<file path="src/design/assert_macros.svh">
// Assertion helpers for the design files; only sfsc_ctrl uses them.
`ifndef ASSERT_MACROS_SVH
`define ASSERT_MACROS_SVH

// Check a property on every rising clock edge outside of reset.
`define SFSC_ASSERT(lbl, clk, rst_n, prop) \
  lbl: assert property (@(posedge clk) disable iff (!rst_n) (prop)) \
    else $error("sfsc assertion failed");

// Check that a condition never holds outside of reset.
`define SFSC_NEVER(lbl, clk, rst_n, cond) \
  `SFSC_ASSERT(lbl, clk, rst_n, !(cond))

`endif

</file>
<file path="src/design/sfsc_pkg.sv">
package sfsc_pkg;

  localparam int unsigned BYTE_W = 8;

  localparam logic [BYTE_W-1:0] SYNC_BYTE = 8'hFF;
  localparam logic [BYTE_W-1:0] TYPE_ONE  = 8'h01;
  localparam logic [BYTE_W-1:0] TYPE_TWO  = 8'h02;
  localparam logic [BYTE_W-1:0] TYPE_THR  = 8'h03;

  localparam logic KIND_DATA = 1'b0;
  localparam logic KIND_ERR  = 1'b1;

  // Fixed tap points of the byte chain seen by the controller.
  typedef struct packed {
    logic [BYTE_W-1:0] newest;  // cell 0
    logic [BYTE_W-1:0] second;  // cell 1
    logic [BYTE_W-1:0] oldest;  // last cell of the chain
  } chain_taps_t;

endpackage

</file>
<file path="src/design/sfsc_cell.sv">
module sfsc_cell (
  input  logic                       clk_i,
  input  logic                       shift_i,
  input  logic [sfsc_pkg::BYTE_W-1:0] d_i,
  output logic [sfsc_pkg::BYTE_W-1:0] q_o
);
  import sfsc_pkg::*;

  logic [BYTE_W-1:0] byte_q;
  logic [BYTE_W-1:0] byte_d;

  // Take the neighbor's byte on a shift, hold otherwise.
  assign byte_d = shift_i ? d_i : byte_q;

  always_ff @(posedge clk_i) begin
    byte_q <= byte_d;
  end

  assign q_o = byte_q;

endmodule

</file>
<file path="src/design/sfsc_ctrl.sv">
`include "assert_macros.svh"

module sfsc_ctrl #(
  parameter int unsigned FRAME_LEN = 16
) (
  input  logic                        clk_i,
  input  logic                        rst_ni,
  input  logic                        in_valid_i,
  input  logic [sfsc_pkg::BYTE_W-1:0] in_byte_i,
  output logic                        in_ready_o,
  input  sfsc_pkg::chain_taps_t       taps_i,
  output logic                        shift_o,
  output logic                        out_valid_o,
  input  logic                        out_ready_i,
  output logic [sfsc_pkg::BYTE_W-1:0] out_byte_o,
  output logic                        out_kind_o,
  output logic                        out_last_o
);
  import sfsc_pkg::*;

  localparam int unsigned FILL_W = $clog2(FRAME_LEN + 1);
  localparam int unsigned CNT_W  = $clog2(FRAME_LEN);

  localparam logic [1:0] ST_IDLE  = 2'd0;
  localparam logic [1:0] ST_DRAIN = 2'd1;
  localparam logic [1:0] ST_ERR   = 2'd2;

  logic [1:0]        state_q, state_d;
  logic [FILL_W-1:0] fill_q, fill_d;
  logic [BYTE_W-1:0] sum_q, sum_d;
  logic [CNT_W-1:0]  cnt_q, cnt_d;
  logic              out_vld_q, out_vld_d;
  logic [BYTE_W-1:0] out_byte_q, out_byte_d;
  logic              out_kind_q, out_kind_d;
  logic              out_last_q, out_last_d;

  logic              in_acc;
  logic              load_ok;
  logic [FILL_W-1:0] fill_inc;
  logic              hdr_ok;
  logic              drain_last;

  assign in_ready_o = (state_q == ST_IDLE);
  assign in_acc     = in_valid_i && in_ready_o;
  assign load_ok    = !out_vld_q || out_ready_i;
  assign fill_inc   = fill_q + FILL_W'(1);
  assign drain_last = (cnt_q == CNT_W'(FRAME_LEN - 1));

  // Header window before the append: sync pair in cells 1 and 0, type is the incoming word.
  assign hdr_ok = (taps_i.second == SYNC_BYTE) && (taps_i.newest == SYNC_BYTE) &&
                  ((in_byte_i == TYPE_ONE) || (in_byte_i == TYPE_TWO) ||
                   (in_byte_i == TYPE_THR));

  always_comb begin
    state_d    = state_q;
    fill_d     = fill_q;
    sum_d      = sum_q;
    cnt_d      = cnt_q;
    shift_o    = 1'b0;
    out_vld_d  = out_vld_q && !out_ready_i;
    out_byte_d = out_byte_q;
    out_kind_d = out_kind_q;
    out_last_d = out_last_q;
    unique case (state_q)
      ST_IDLE: begin
        if (in_acc) begin
          shift_o = 1'b1;
          fill_d  = fill_inc;
          sum_d   = sum_q + in_byte_i;
          if (fill_inc == FILL_W'(3)) begin
            if (!hdr_ok) begin
              // drop the oldest word: it sits in cell 2 after the shift
              fill_d = FILL_W'(2);
              sum_d  = sum_q + in_byte_i - taps_i.second;
            end
          end else if (fill_inc == FILL_W'(FRAME_LEN)) begin
            fill_d = '0;
            sum_d  = '0;
            cnt_d  = '0;
            // checksum word must equal the sum of all earlier words
            state_d = (sum_q == in_byte_i) ? ST_DRAIN : ST_ERR;
          end
        end
      end
      ST_DRAIN: begin
        if (load_ok) begin
          shift_o    = 1'b1;
          out_vld_d  = 1'b1;
          out_byte_d = taps_i.oldest;
          out_kind_d = KIND_DATA;
          out_last_d = drain_last;
          cnt_d      = cnt_q + CNT_W'(1);
          if (drain_last) begin
            state_d = ST_IDLE;
          end
        end
      end
      ST_ERR: begin
        if (load_ok) begin
          out_vld_d  = 1'b1;
          out_byte_d = '0;
          out_kind_d = KIND_ERR;
          out_last_d = 1'b1;
          state_d    = ST_IDLE;
        end
      end
      default: begin
        state_d = ST_IDLE;
      end
    endcase
  end

  always_ff @(posedge clk_i or negedge rst_ni) begin
    if (!rst_ni) begin
      state_q   <= ST_IDLE;
      fill_q    <= '0;
      sum_q     <= '0;
      cnt_q     <= '0;
      out_vld_q <= 1'b0;
    end else begin
      state_q   <= state_d;
      fill_q    <= fill_d;
      sum_q     <= sum_d;
      cnt_q     <= cnt_d;
      out_vld_q <= out_vld_d;
    end
  end

  always_ff @(posedge clk_i) begin
    out_byte_q <= out_byte_d;
    out_kind_q <= out_kind_d;
    out_last_q <= out_last_d;
  end

  assign out_valid_o = out_vld_q;
  assign out_byte_o  = out_byte_q;
  assign out_kind_o  = out_kind_q;
  assign out_last_o  = out_last_q;

  `SFSC_ASSERT(a_fill_below_len, clk_i, rst_ni, fill_q < FILL_W'(FRAME_LEN))
  `SFSC_ASSERT(a_empty_while_emit, clk_i, rst_ni, (state_q != ST_IDLE) |-> (fill_q == '0))
  `SFSC_ASSERT(a_err_shape, clk_i, rst_ni,
    (out_vld_q && (out_kind_q == KIND_ERR)) |-> (out_last_q && (out_byte_q == '0)))
  `SFSC_ASSERT(a_drain_ends_last, clk_i, rst_ni,
    (state_q == ST_DRAIN) ##1 (state_q == ST_IDLE) |-> (out_vld_q && out_last_q))

endmodule

</file>
<file path="src/design/serial_frame_sync_checksum_top.sv">
// Channel   | Dir | Ports                          | Word contents (lowest bit up)
// ----------+-----+--------------------------------+-------------------------------------
// rx bytes  | in  | s_axis_tvalid/tready/tdata     | tdata: rx_byte[7:0]
// frames    | out | m_axis_tvalid/tready/tdata/    | tdata: frame_byte[7:0]
//           |     | tuser/tlast                    | tuser: kind, tlast: last
//
// A received word is taken whenever input is valid while hunting or collecting.
// A good frame then drains all FRAME_LEN words: the chain shifts one word a cycle
// while the output is not stalled, out of its oldest cell into the output register;
// a bad frame yields a single error word. Output stalls hold the drain; input is
// blocked while a frame result is sent.
// Reset (rst_ni low, async) empties the buffer and the output; no clearing pass.
module serial_frame_sync_checksum_top #(
  parameter int unsigned FRAME_LEN = 16
) (
  input  logic       clk_i,
  input  logic       rst_ni,
  // input stream
  input  logic       s_axis_tvalid_i,
  output logic       s_axis_tready_o,
  input  logic [7:0] s_axis_tdata_i,   // [7:0] rx_byte
  // output stream
  output logic       m_axis_tvalid_o,
  input  logic       m_axis_tready_i,
  output logic [7:0] m_axis_tdata_o,   // [7:0] frame_byte
  output logic       m_axis_tuser_o,   // [0] kind: data word or checksum error
  output logic       m_axis_tlast_o    // last word of a frame run
);
  import sfsc_pkg::*;

  logic [BYTE_W-1:0] cell_q [FRAME_LEN];
  logic              shift;
  chain_taps_t       taps;

  // Byte chain: new words enter cell 0, each cell takes its lower neighbor,
  // so the oldest buffered word always ends up nearest the top.
  for (genvar k = 0; k < FRAME_LEN; k++) begin : g_cell
    logic [BYTE_W-1:0] cell_d;
    if (k == 0) begin : g_head
      assign cell_d = s_axis_tdata_i;
    end else begin : g_body
      assign cell_d = cell_q[k-1];
    end
    sfsc_cell u_cell (
      .clk_i   (clk_i),
      .shift_i (shift),
      .d_i     (cell_d),
      .q_o     (cell_q[k])
    );
  end

  assign taps.newest = cell_q[0];
  assign taps.second = cell_q[1];
  assign taps.oldest = cell_q[FRAME_LEN-1];

  // Header hunt, fill and checksum tracking, drain sequencing, output register.
  sfsc_ctrl #(
    .FRAME_LEN (FRAME_LEN)
  ) u_ctrl (
    .clk_i       (clk_i),
    .rst_ni      (rst_ni),
    .in_valid_i  (s_axis_tvalid_i),
    .in_byte_i   (s_axis_tdata_i),
    .in_ready_o  (s_axis_tready_o),
    .taps_i      (taps),
    .shift_o     (shift),
    .out_valid_o (m_axis_tvalid_o),
    .out_ready_i (m_axis_tready_i),
    .out_byte_o  (m_axis_tdata_o),
    .out_kind_o  (m_axis_tuser_o),
    .out_last_o  (m_axis_tlast_o)
  );

endmodule
</file>
<file path="config.mk">
export PLATFORM = sky130hd
export DESIGN_NAME = serial_frame_sync_checksum_top
export DESIGN_NICKNAME = d
export VERILOG_FILES = /design/src/design/sfsc_pkg.sv /design/src/design/sfsc_cell.sv /design/src/design/sfsc_ctrl.sv /design/src/design/serial_frame_sync_checksum_top.sv
export VERILOG_INCLUDE_DIRS = /design/src /design/src/design
export SDC_FILE = /design/constraint.sdc
export NUM_CORES = 1
export LEC_CHECK = 0
export BUFFER_PORTS_ARGS = -buffer_cell sky130_fd_sc_hd__buf_2
export CAP_MARGIN = 30
export CORE_UTILIZATION = 40
export CTS_BUF_LIST = sky130_fd_sc_hd__clkbuf_8
export CTS_CLUSTER_SIZE = 28
export DETAILED_ROUTE_END_ITERATION = 10
export PLACE_DENSITY = 0.53
export SYNTH_ARGS = -nofsm -noshare
export SYNTH_HDL_FRONTEND = slang
export SYNTH_HIERARCHICAL = 1
export SYNTH_SLANG_ARGS = --single-unit
</file>
<file path="constraint.sdc">
create_clock -name clk_i -period 6.4 [get_ports clk_i]
set_clock_uncertainty 0.15 [all_clocks]
set_input_delay 0.32 -clock clk_i [delete_from_list [all_inputs] [get_ports clk_i]]
set_output_delay 0.32 -clock clk_i [all_outputs]
set_load 0.01 [all_outputs]
</file>
After elaboration in Yosys (flattened, before gate mapping)

Index checks and enable logic that the tools add are counted.

Add/sub/neg operators: 4
Eq/ne operators: 17
Mux-type cells: 32
Reduce and logical (&&, ||, !) cells: 17

Operators by type and width:

| cell                                                                    | number |
|---|---|
| 8-bit 2-to-1 mux                                                        | 5 |
| 8-bit by 2-bit equality test with 1-bit output, second input constant   | 2 |
| 8-bit equality test, second input constant                              | 2 |
| 4-bit 2-to-1 mux                                                        | 4 |
| 8-bit case mux with 2 select lines                                      | 1 |
| 5-bit 2-to-1 mux                                                        | 3 |
| 2-bit 2-to-1 mux                                                        | 7 |
| 8-bit adder                                                             | 1 |
| 8-bit by 1-bit equality test with 1-bit output, second input constant   | 1 |
| 8-bit equality test                                                     | 1 |
| 4-bit case mux with 2 select lines                                      | 1 |
| 8-bit subtractor                                                        | 1 |
| 1-bit 2-to-1 mux                                                        | 7 |
| 2-bit by 1-bit inequality test with 1-bit output, second input constant | 3 |
| 2-bit inequality test, second input constant                            | 3 |
| 1-bit case mux with 2 select lines                                      | 3 |
| 2-bit case mux with 3 select lines                                      | 1 |
| 6-bit AND reduction                                                     | 1 |
| 5-bit by 1-bit adder with 5-bit output, second input constant           | 1 |
| 5-bit by 2-bit equality test with 1-bit output, second input constant   | 1 |
| 5-bit equality test, second input constant                              | 1 |
| 5-bit AND reduction                                                     | 1 |
| 4-bit by 1-bit adder with 4-bit output, second input constant           | 1 |
| 4-bit equality test, second input constant                              | 1 |
| 10 further kinds                                                        | 17 |

Flip-flop bits (word level): 158
Input port bits: 12
Output and inout port bits: 12

Depth between registers and ports, before layout

Gate-level depths: netlist of the first run.

Depth in word-level cells: 6
Gate-level depth with buffers: 14

Hierarchy

Netlist of the first run, hierarchy kept.

By module, submodules not included:

| module    | instances | cells an instance | area an instance (sq um) |
|---|---|---|---|
| sfsc_cell | 16        | 8                 | 240.2 |
| sfsc_ctrl | 1         | 238               | 2193.4 |

Least setup slack after synthesis of the first run

Ideal clock, no wire load.

Path kind: register to register
Start point: register u_ctrl.state_q[0]
End point: register g_cell[0].u_cell.byte_q[0] (enable)
Setup time: 1108 ps
Arrival time: 3490 ps
Data required time: 5142 ps
Slack: 1652 ps
Stages on the path, launching flop included: 7
Buffers on the path: 2
Clock period less this slack: 4748 ps
Path through: dfrtp_1 -> inv_1 -> ha_1 -> nand2_1 -> clkbuf_1 -> clkbuf_1 -> nand2_1

Longest elaborated chain between the ends: 4
Elaborated cells on any way between the ends: 5
Those cells by class: 1 x eq/ne; 2 x mux; 2 x reduce/logical

RTL lines:

| element                                | RTL line                             | source |
|---|---|---|
| start, declared                        | sfsc_ctrl.sv:28                      | `logic [1:0] state_q, state_d;` |
| start signal, assigned                 | sfsc_ctrl.sv:121                     | `state_q <= state_d;` |
| 2-bit zero test (*)                    | sfsc_ctrl.sv:43                      | `assign in_ready_o = (state_q == ST_IDLE);` |
| via s_axis_tready_o                    | serial_frame_sync_checksum_top.sv:20 | `output logic s_axis_tready_o,` |
| 1-bit logical AND                      | sfsc_ctrl.sv:44                      | `assign in_acc = in_valid_i && in_ready_o;` |
| 1-bit 2-to-1 mux                       | sfsc_ctrl.sv:66                      | `if (in_acc) begin` |
| 1-bit case mux with 2 select lines (*) | sfsc_ctrl.sv:64                      | `unique case (state_q)` |
| via shift                              | serial_frame_sync_checksum_top.sv:32 | `logic shift;` |
| end signal, assigned                   | sfsc_cell.sv:16                      | `byte_q <= byte_d;` |
| end, declared                          | sfsc_cell.sv:9                       | `logic [BYTE_W-1:0] byte_q;` |

The timed path passes the listed nets; every way through them passes the cells marked *.
A chain may end at the register's enable or synchronous reset.

Worst setup path in the final report of the first run

Start point: input s_axis_tdata_i[0]
End point: register u_ctrl.sum_q[7]

Longest elaborated chain between the ends: 6
Elaborated cells on any way between the ends: 11
Those cells by class: 2 x add/sub; 3 x eq/ne; 3 x mux; 3 x reduce/logical

RTL lines:

| element                                             | RTL line                             | source |
|---|---|---|
| start, declared                                     | serial_frame_sync_checksum_top.sv:21 | `input logic [7:0] s_axis_tdata_i,` |
| branches (longest 5 deep; another with 8-bit adder) | n/a                                  |  |
| 8-bit 2-to-1 mux (*)                                | sfsc_ctrl.sv:70                      | `if (fill_inc == FILL_W'(3)) begin` |
| end signal, assigned                                | sfsc_ctrl.sv:123                     | `sum_q <= sum_d;` |
| end, declared                                       | sfsc_ctrl.sv:30                      | `logic [BYTE_W-1:0] sum_q, sum_d;` |

Mark *: on every way between the ends.

==> out/results.tsv, run 1 <==
stage	metric	value	unit
run_status	status	complete, but fails checks	
run_status	violations	DRC	
worst_setup_path	cp_data_required_time	6.61	ns
cts	cts_tree	built	
power_and_ir_drop	p_leak	2.57	nW
cts	path_clk_slew	0.08	ns
cts	clkLatencyLatePin	0.44	ns
worst_setup_path	critPathLaunchType	input pin	
cts	ctsLongestPathBuffers	2	
yosys	yosysTopAreaCellShare	68.6	%
sta	slew_headroom	45.8	%
yosys	async_reset_ff_share	12.7	%
global_routing	grt_pass1_wl	14900	um
layout	n_fill_cell	1279	
cts	cts.sinks	158	
min_path	holdCritStartpoint	s_axis_tvalid_i	
yosys	synthFlopType	edfxtp_1	
yosys	synthAdderAreaFrac	4.81	%
yosys	synth-edff-count	138	
sta	drv_slew	0	
yosys	mappedNetlistArea	6040	um^2
yosys	synth_compound_area_share	5.76	%
yosys	synth_cells	366	
power_and_ir_drop	peakVddDrop	0.190	mV
layout	area_growth	13.9	%
cts	postCtsSetupBuffers	0	
power_and_ir_drop	p_seq_share	48.6	%
global_routing	grt_start_max_net_pins	69	
global_routing	top_usage_layer	met2	
power_and_ir_drop	clkPwrFrac	22.9	%
worst_setup_path	r2r_cells	14	
route	wl_per_cell	14.8	um
layout	antenna_cells	0	
yosys	yosysWarningCount	6	
yosys	synth.mux.area_fraction	1.70	%
route	routed_wl	9020	um
yosys	synth_xor_area_share	1.89	%
yosys	synth_area_leaders	edfxtp_1 69%, dfrtp_1 8.3%, ha_1 4.1%	
worst_setup_path	cp.arrival	4.11	ns
die	io_pins	24	
yosys	synth_common_cells	138 x edfxtp_1, 31 x nand2_1, 20 x dfrtp_1, 20 x ha_1, 18 x inv_1	
min_path	whs_endpoint	u_ctrl/fill_q[2]	
min_path	min_path_type	in -> reg	
power_and_ir_drop	p_comb_share	28.6	%
global_routing	track_usage	12.7	%
cts	cts_buffers	17	
layout	final_layout_size_suffix_gt1_share	14.1	%
yosys	synth_top_family_by_area	simple AND/OR/NAND/NOR gates	
worst_setup_path	critPathKind	in -> reg	
route	vias_per_cell	4.93	
yosys	synth_cell_types	38	
die	start_util	41.2	%
sta	max_freq	257	MHz
die	die_w	125	um
sta	setup_slack	2.50	ns
yosys	post-synth-top-count-cell	edfxtp_1	
sta	setup-violations-final	0	
die	core	14600	um^2
worst_setup_path	r2r_setup_slack	2.66	ns
placement	placed_area	6380	um^2
placement	dp_slack	2.62	ns
worst_setup_path	r2r-start	u_ctrl/sum_q[0]	
power_and_ir_drop	finalPower	3.26	mW
power_and_ir_drop	p_sw	1.02	mW
job	maxCapViolations	0	
yosys	yosys.area.top_type	edfxtp_1	
route	drtPass1Iterations	7	
sta	setup-tns-final	0	ns
worst_setup_path	crit_fanout	3	
yosys	ys_seq_area_share	76.9	%
global_routing	grt_use_met1	17.0	%
worst_setup_path	regToRegEndpoint	u_ctrl/sum_q[7]	
worst_setup_path	crit_path_end_kind	flip-flop	
sta	hold_viol	0	
die	die_area	15600	um^2
yosys	ys_ff_latch	158	
sta	rsz0062_at_grt	false	
global_routing	met3_usage	4.38	%
global_routing	use_met2	18.8	%
placement	io_buffers	23	
cts	htreeDepth	4	
route	num_vias	3012	
die	rows	44	
layout	nets	448	
global_routing	grt_pass1_vias	2932	
cts	cts_root_buf	clkbuf_8	
sta	fin_crit	3.90	ns
global_routing	antenna_found_initial	0	
layout	final_area	6870	um^2
power_and_ir_drop	p_int	2.25	mW
sta	timing.final.crit_share	60.9	%
route	ant_nets	0	
yosys	avgSynthCellArea	16.5	um^2
die	chipHeight	125	um
global_routing	grt-ovfl-total	0	
route	drc	10	
yosys	synth_simple_gate_area_share	7.54	%
power_and_ir_drop	power.share.switching	31.2	%
power_and_ir_drop	pwr_density_cell	475	nW/um^2
placement	routabilityCongestion	0.872	
route	dr.first_iter.drc_count	240	
yosys	synth_nets	400	
min_path	min_path_cells	3	
sta	worst_slew_pin_slew	0.813	ns
placement	hpwl	5730	um
## logic make-up (layout without fill, tap and decap cells)
logic type	Yosys count	after routing
adder cells (fa/ha/maj)	22	22
XOR/XNOR	13	13
multiplexers	9	9
buffers and inverters	22	83
AO/OA/AOI/OAI	49	49
flip-flops	158	158
AND/OR/NAND/NOR	93	93
## worst max-delay path, stage by stage
cell and delay [ns]:
dlygate4sd3_1 0.53, buf_2 0.14, ha_1 0.22, fa_1 0.40
a21o_1 0.17, a21oi_1 0.20, o21ai_0 0.12, a21oi_1 0.18
xor2_1 0.20, inv_1 0.06, ha_1 0.21, or3_1 0.34
or3_1 0.33, a21o_1 0.18, a2111o_1 0.41, o211ai_1 0.09
## state kept, by name (all words and copies together) (netlist names)
| register | cells |
|---|---|
| g_cell.u_cell/q_o | 128 |
| u_ctrl/cnt_q | 4 |
| u_ctrl/fill_q | 5 |
| u_ctrl/out_byte_o | 8 |
| u_ctrl/out_kind_o | 1 |
| u_ctrl/out_last_o | 1 |
| u_ctrl/out_valid_o | 1 |
| u_ctrl/state_q | 2 |
| u_ctrl/sum_q | 8 |
## worst max path at each step
stage                     cells past startpoint               from                       to
after CTS                                    16  s_axis_tdata_i[0]          u_ctrl/sum_q[7]
after global routing                         16  s_axis_tdata_i[0]          u_ctrl/sum_q[7]
final                                        16  s_axis_tdata_i[0]          u_ctrl/sum_q[7]
after floorplan                               6  u_ctrl/state_q[0]  g_cell[0].u_cell/q_o[0]
after global placement                       15  s_axis_tdata_i[0]          u_ctrl/sum_q[7]
after detailed placement                     15  s_axis_tdata_i[0]          u_ctrl/sum_q[7]
## power groups by stage
stage	Sequential, mW	Clock (mW)	Combinational (mW)
4_1_cts	1.59	0.778	0.935
2_1_floorplan	1.62	0	0.690
6_report	1.58	0.747	0.932
3_5_place_dp	1.61	0	0.922
3_3_place_gp	1.60	0	0.907
5_1_grt	1.62	0.816	1.05
## cell type report
cell class              instances  area, um^2  area share (%)
clock buffers                  17         234            3.40
repair buffers                 33         213            3.09
clock inverters                15         168            2.44
multi-input cells             186        1320            19.2
flip-flops and latches        158        4640            67.6
well taps                     184         230            3.35
inverters                      18        67.6           0.983
## through the flow
stage	hold slack, ns	utilization, %	instances
floorplan	-0.126	-	366
global placement	0.177	43.6	570
detailed placement	0.173	43.6	570
CTS	0.0134	46.9	611
global route	0.0316	46.9	611
finish	0.0473	46.9	611
## routing by layer
metal | share of wire (%) | wire length [um]
met4 | 1.4 | 124
met2 | 47 | 4240
met3 | 4.2 | 380
met1 | 47 | 4280
met5 | 0 | 0
## layout by cell type, fill, tap and decap left out, drive strengths merged, types with 2 or more instances in the layout
master / synthesis / final
dlygate4sd3: 0 / 9
nor3: 5 / 5
clkinv: 0 / 4
edfxtp: 138 / 138
mux2i: 5 / 5
dfrtp: 20 / 20
nand4: 4 / 4
ha: 20 / 20
a21oi: 9 / 9
buf: 1 / 24
xnor2: 6 / 6
o21a: 2 / 2
fa: 2 / 2
nand2b: 3 / 3
nor4: 2 / 2
inv: 18 / 24
nand2: 31 / 31
nand3: 10 / 10
xor2: 7 / 7
bufinv: 0 / 3
a21o: 4 / 4
a22o: 6 / 6
nor2b: 16 / 16
nor2: 15 / 15
clkbuf: 3 / 17
or3: 4 / 4
o21ai: 16 / 16
o211ai: 4 / 4
clkinvlp: 0 / 2
o2111ai: 2 / 2
mux2: 4 / 4
## repair_timing
action / CTS / global route
endpoints found under the hold margin: 28 / 0
resized for setup: 0 / 0
hold buffers: 9 / 0
No activity file was read; power rests on OpenSTA's default activity.
==> run 2: changes to the inputs <==
--- a/config.mk
+++ b/config.mk
@@ -12,7 +12,7 @@
 export CTS_BUF_LIST = sky130_fd_sc_hd__clkbuf_8
 export CTS_CLUSTER_SIZE = 28
 export DETAILED_ROUTE_END_ITERATION = 10
-export PLACE_DENSITY = 0.53
+export PLACE_DENSITY = 0.55
 export SYNTH_ARGS = -nofsm -noshare
 export SYNTH_HDL_FRONTEND = slang
 export SYNTH_HIERARCHICAL = 1
==> constraint.sdc (replaced) <==
create_clock -name clk_i -period 3.2 [get_ports clk_i]
set_clock_uncertainty 0.15 [all_clocks]
set_input_delay 0.16 -clock clk_i [delete_from_list [all_inputs] [get_ports clk_i]]
set_output_delay 0.16 -clock clk_i [all_outputs]
set_load 0.01 [all_outputs]
==> run 2 against run 1 <==
- the flow finishes with violations (DRC, setup timing)
- non-clock buffer count is 23 higher
- routed wire length is 5.0% higher
- critical path depth is 2 lower
- first-iteration DRC count is 5.0% lower
- global-route usage is 0.93 points higher
- die area stayed put
- via count is 3.2% higher
- sequential cell count stayed put
- clock-buffer cell count stayed put
- register-to-register slack worse by 2.9 ns
- final cell count is 3.4% higher
- clock power is 78% higher
==> out/results.tsv, run 2 (synthesis gave the netlist of run 1 again) <==
stage	metric	value	unit
placement	dp_slack	-0.313	ns
min_path	min_path_type	in -> async	
placement	routabilityCongestion	0.810	
route	dr.first_iter.drc_count	228	
sta	setup_slack	-0.256	ns
power_and_ir_drop	pwr_density_cell	944	nW/um^2
sta	worst_slew_pin_slew	0.681	ns
layout	final_layout_size_suffix_gt1_share	18.5	%
worst_setup_path	cp.arrival	3.66	ns
route	ant_nets	0	
sta	hold_viol	0	
sta	fin_crit	3.46	ns
die	rows	44	
die	io_pins	24	
sta	max_freq	289	MHz
cts	cts_root_buf	clkbuf_8	
power_and_ir_drop	finalPower	6.67	mW
cts	clkLatencyLatePin	0.43	ns
global_routing	grt_pass1_vias	3167	
sta	drv_slew	0	
worst_setup_path	critPathKind	reg -> reg	
run_status	violations	DRC, setup timing	
route	drtPass1Iterations	7	
worst_setup_path	crit_buf_inv	1	
sta	timing.final.crit_share	108	%
worst_setup_path	critPathLaunchType	flip-flop	
layout	layout_common_cells	138 x edfxtp_1, 30 x nand2_1, 23 x inv_1, 23 x buf_2, 20 x dfrtp_1	
cts	cts.sinks	158	
route	num_vias	3108	
worst_setup_path	slowest_delay	0.41	ns
route	wl_per_cell	15.0	um
route	routed_wl	9480	um
cts	htreeDepth	4	
die	start_util	41.2	%
placement	hpwl	6120	um
die	die_area	15600	um^2
worst_setup_path	cpMaxStageDelayCell	dfrtp_1	
layout	area_growth	17.0	%
worst_setup_path	crit_fanout	2	
global_routing	grt_start_max_net_pins	37	
die	chipHeight	125	um
cts	ctsLongestPathBuffers	2	
layout	seqCellArea	4640	um^2
route	drc	4	
worst_setup_path	crit_path_end_kind	flip-flop	
job	maxCapViolations	0	
cts	cts_tree	built	
run_status	status	complete, but fails checks	
global_routing	track_usage	13.6	%
layout	largest_register_ffs	128	
cts	path_clk_slew	0.08	ns
global_routing	antenna_found_initial	0	
sta	setup-tns-final	-0.256	ns
sta	setup-violations-final	1	
worst_setup_path	cp_data_required_time	3.41	ns
placement	io_buffers	23	
global_routing	grt-ovfl-total	0	
sta	slew_headroom	54.5	%
die	die_w	125	um
route	vias_per_cell	4.92	
global_routing	grt_pass1_wl	16000	um
sta	whs	0.0856	ns
layout	final_common_cell	edfxtp_1	
layout	nets	471	
die	core	14600	um^2
cts	cts_buffers	17	
power_and_ir_drop	peakVddDrop	0.456	mV
sta	rsz0062_at_grt	true	
layout	antenna_cells	0	
worst_setup_path	crit_path_cell_trace	ha_4 -> fa_2 -> a21o_1 -> a21oi_2 -> o21ai_1 -> a21oi_1 -> xor2_1 -> inv_1 -> ha_2 -> or3_1 -> or3_1 -> a21o_1 -> a2111o_1 -> o211ai_1	
power_and_ir_drop	p_leak	2.67	nW
layout	multi_input_area	1350	um^2
worst_setup_path	crit_family	compound AO/OA/AOI/OAI gates	
layout	n_fill_cell	1274	
==> run 2: changes by cell type in the layout (fill, tap and decap cells not counted), sizes merged <==
cell         before  now
dlygate4sd3       9   11
buf              24   45
bufinv            3    2
inv              24   23
==> run 2: final cells by class <==
class | instances | area share [%]
Clock inverter | 13 | 1.59
Tap cell | 184 | 3.26
Multi-Input combinational cell | 186 | 19.1
Clock buffer | 17 | 3.31
Inverter | 18 | 0.956
Sequential cell | 158 | 65.7
Timing Repair Buffer | 56 | 6.06
==> run 2: per-stage QoR <==
stage / util (%) / cell area, um^2 / instances
floorplan: - / 6050 / 366
global placement: 44.8 / 6560 / 587
detailed placement: 44.8 / 6560 / 587
CTS: 48.0 / 7020 / 629
global route: 48.2 / 7070 / 632
finish: 48.2 / 7070 / 632
==> run 2: per-layer routing <==
metal	up-vias	GRT usage (%)	wire length [um]
li1	1509	-	-
met1	1539	17.9	4580
met2	51	21.0	4430
met3	9	4.51	365
met4	0	5.16	102
met5	-	0	0
==> run 2: timing repair <==
action | in CTS | in global routing
endpoints found under the setup margin | 1 | 3
endpoints found under the hold margin | 30 | 0
resized for setup | 2 | 3
hold buffers | 11 | 0
pin swaps | 1 | 2
setup buffers | 1 | 3
==> run 2: worst paths after layout <==
path	end	cells after the start	slack (ns)	from
min in group clk_i	u_ctrl/state_q[0]	7	0.23	s_axis_tdata_i[0]
worst max register to register	u_ctrl/sum_q[7]	14	-0.26	u_ctrl/sum_q[0]
worst min register to register	g_cell[7].u_cell/q_o[2]	0	0.27	g_cell[6].u_cell/q_o[2]
worst min-delay path	u_ctrl/cnt_q[2]	2	0.09	rst_ni
max in group asynchronous	u_ctrl/sum_q[1]	2	2.46	rst_ni
worst max-delay path	u_ctrl/sum_q[7]	14	-0.26	u_ctrl/sum_q[0]
==> run 2: report_power, final <==
group          switching, mW  internal [mW]
clock                  0.665          0.662
sequential             0.208           2.97
combinational           1.19          0.980
==> run 2: worst register-to-register path, stage by stage (launching register included) <==
cell and delay [ns]:
dfrtp_1 0.41, ha_4 0.18, fa_2 0.34, a21o_1 0.18
a21oi_2 0.14, o21ai_1 0.07, a21oi_1 0.16, xor2_1 0.19
inv_1 0.07, ha_2 0.18, or3_1 0.33, or3_1 0.33
a21o_1 0.18, a2111o_1 0.41, o211ai_1 0.09
==> run 3: changes to the inputs <==
==> constraint.sdc (replaced) <==
create_clock -name clk_i -period 2.9 [get_ports clk_i]
set_clock_uncertainty 0.15 [all_clocks]
set_input_delay 0.145 -clock clk_i [delete_from_list [all_inputs] [get_ports clk_i]]
set_output_delay 0.145 -clock clk_i [all_outputs]
set_load 0.01 [all_outputs]
==> run 3 against run 2 <==
- the flow still finishes with violations (DRC, setup timing)
- first-iteration DRC count fell by 1.8%
- clock-buffer cell count rose by 2
- global-route usage fell by 0.54 points
- setup slack got worse by 0.33 ns
- combinational power rose by 24%
- final cell count rose by 2.5%
- cell area rose by 2.5%
- critical path type unchanged
- highest routed layer unchanged
==> out/results.tsv, run 3 (synthesis gave the netlist of run 1 again) <==
stage	metric	value	unit
worst_setup_path	crit_buf_inv	1	
die	die_area	15600	um^2
worst_setup_path	cpMaxStageDelayCell	a2111o_1	
run_status	status	complete, but fails checks	
layout	antenna_cells	0	
layout	seqCellArea	4640	um^2
power_and_ir_drop	p_leak	2.76	nW
worst_setup_path	cp_data_required_time	3.11	ns
route	dr.first_iter.drc_count	224	
layout	final-instance-count-excl-fill	648	
cts	cts.sinks	158	
sta	timing.final.crit_share	120	%
global_routing	grt_pass1_wl	15300	um
cts	clkLatencyLatePin	0.44	ns
cts	cts_tree	built	
worst_setup_path	critPathLaunch	u_ctrl/sum_q[0]	
global_routing	grt-ovfl-total	0	
global_routing	antenna_found_initial	0	
layout	layout_common_cells	138 x edfxtp_1, 35 x buf_4, 30 x nand2_1	
worst_setup_path	crit_path_cell_trace	ha_2 -> fa_2 -> a21o_1 -> a21oi_2 -> o21ai_1 -> a21oi_1 -> xor2_1 -> inv_1 -> ha_4 -> or3_1 -> or3_1 -> a21o_1 -> a2111o_1 -> o211ai_1	
sta	setup_slack	-0.583	ns
sta	worst_slew_pin_slew	0.679	ns
worst_setup_path	critPathKind	reg -> reg	
die	rows	44	
die	start_util	41.2	%
layout	area_growth	20.0	%
worst_setup_path	crit_family	compound AO/OA/AOI/OAI gates	
layout	final_layout_size_suffix_gt1_share	23.9	%
route	drc	4	
worst_setup_path	critPathLaunchType	flip-flop	
cts	cts_buffers	17	
worst_setup_path	slowest_delay	0.41	ns
die	chipHeight	125	um
sta	hold_viol	0	
route	num_vias	3128	
sta	rsz0062_at_grt	true	
worst_setup_path	cp.arrival	3.69	ns
cts	ctsLongestPathBuffers	2	
sta	setup-violations-final	2	
run_status	violations	DRC, setup timing	
sta	max_freq	287	MHz
route	vias_per_cell	4.83	
worst_setup_path	r2r-start	u_ctrl/sum_q[0]	
layout	n_fill_cell	1235	
placement	placed_area	6610	um^2
route	ant_nets	0	
placement	io_buffers	23	
job	maxCapViolations	0	
layout	largest_register_ffs	128	
sta	slew_headroom	54.3	%
route	drtPass1Iterations	7	
power_and_ir_drop	peakVddDrop	0.491	mV
placement	routabilityCongestion	0.812	
global_routing	grt_pass1_vias	3028	
placement	dp.cells	597	
cts	htreeDepth	4	
sta	whs	0.0646	ns
cts	path_clk_slew	0.08	ns
sta	fin_crit	3.48	ns
sta	drv_slew	0	
placement	hpwl	5930	um
route	routed_wl	9310	um
worst_setup_path	crit_fanout	2	
die	die_w	125	um
layout	nets	485	
global_routing	grt_start_max_net_pins	129	
cts	cts_root_buf	clkbuf_8	
global_routing	track_usage	13.1	%
min_path	min_path_type	in -> async	
layout	final_core_util	49.5	%
layout	final_common_cell	edfxtp_1	
layout	multi_input_area	1410	um^2
layout	final_area	7240	um^2
die	core	14600	um^2
die	io_pins	24	
power_and_ir_drop	pwr_density_cell	1070	nW/um^2
route	wl_per_cell	14.4	um
worst_setup_path	crit_path_end_kind	flip-flop	
## run 3: worst paths after layout
path                                            to  depth (start not counted)  slack [ns]
setup / recovery                   u_ctrl/sum_q[7]                         14       -0.58
min in group clk_i         g_cell[4].u_cell/q_o[7]                          0        0.26
setup reg to reg                   u_ctrl/sum_q[7]                         14       -0.58
max in group asynchronous         u_ctrl/fill_q[0]                          2        2.19
hold / removal                     u_ctrl/cnt_q[0]                          2        0.06
hold reg to reg            g_cell[4].u_cell/q_o[7]                          0        0.26
## run 3: metrics by stage
stage               total power [mW]  setup TNS (ns)  setup WS [ns]
floorplan                       5.07          -0.453         -0.453
global placement                5.88          -0.622         -0.533
detailed placement              5.95          -0.737         -0.592
CTS                             7.70          -0.599         -0.565
global route                    8.27           -1.13         -0.730
finish                          7.76          -0.612         -0.583
## run 3: what timing repair did
item | 4_1_cts | 5_1_grt
hold buffers | 11 | 0
setup endpoints to repair | 3 | 5
setup buffers | 4 | 4
resized for setup | 9 | 8
pin swaps | 5 | 6
hold endpoints to repair | 30 | 0
## run 3: final cells by class
cell class	instances	area share [%]
sequential	158	64.1
timing repair buffer	70	7.01
inverter	18	0.933
clock buffer	19	3.61
tap	184	3.18
multi-input combinational	186	19.4
clock inverter	13	1.76
## run 3: per-layer routing
metal  up-vias  global-route usage, %  routed length [um]
li1       1536                      -                   -
met1      1515                   17.6                4470
met2        60                   19.3                4340
met3        17                   4.04                 345
met4         0                   6.24                 165
met5         -                      0                   0
## run 3: power by group
group / internal (mW) / switching [mW]
combinational: 1.29 / 1.41
clock: 0.798 / 0.766
sequential: 3.28 / 0.219
total: 5.36 / 2.40
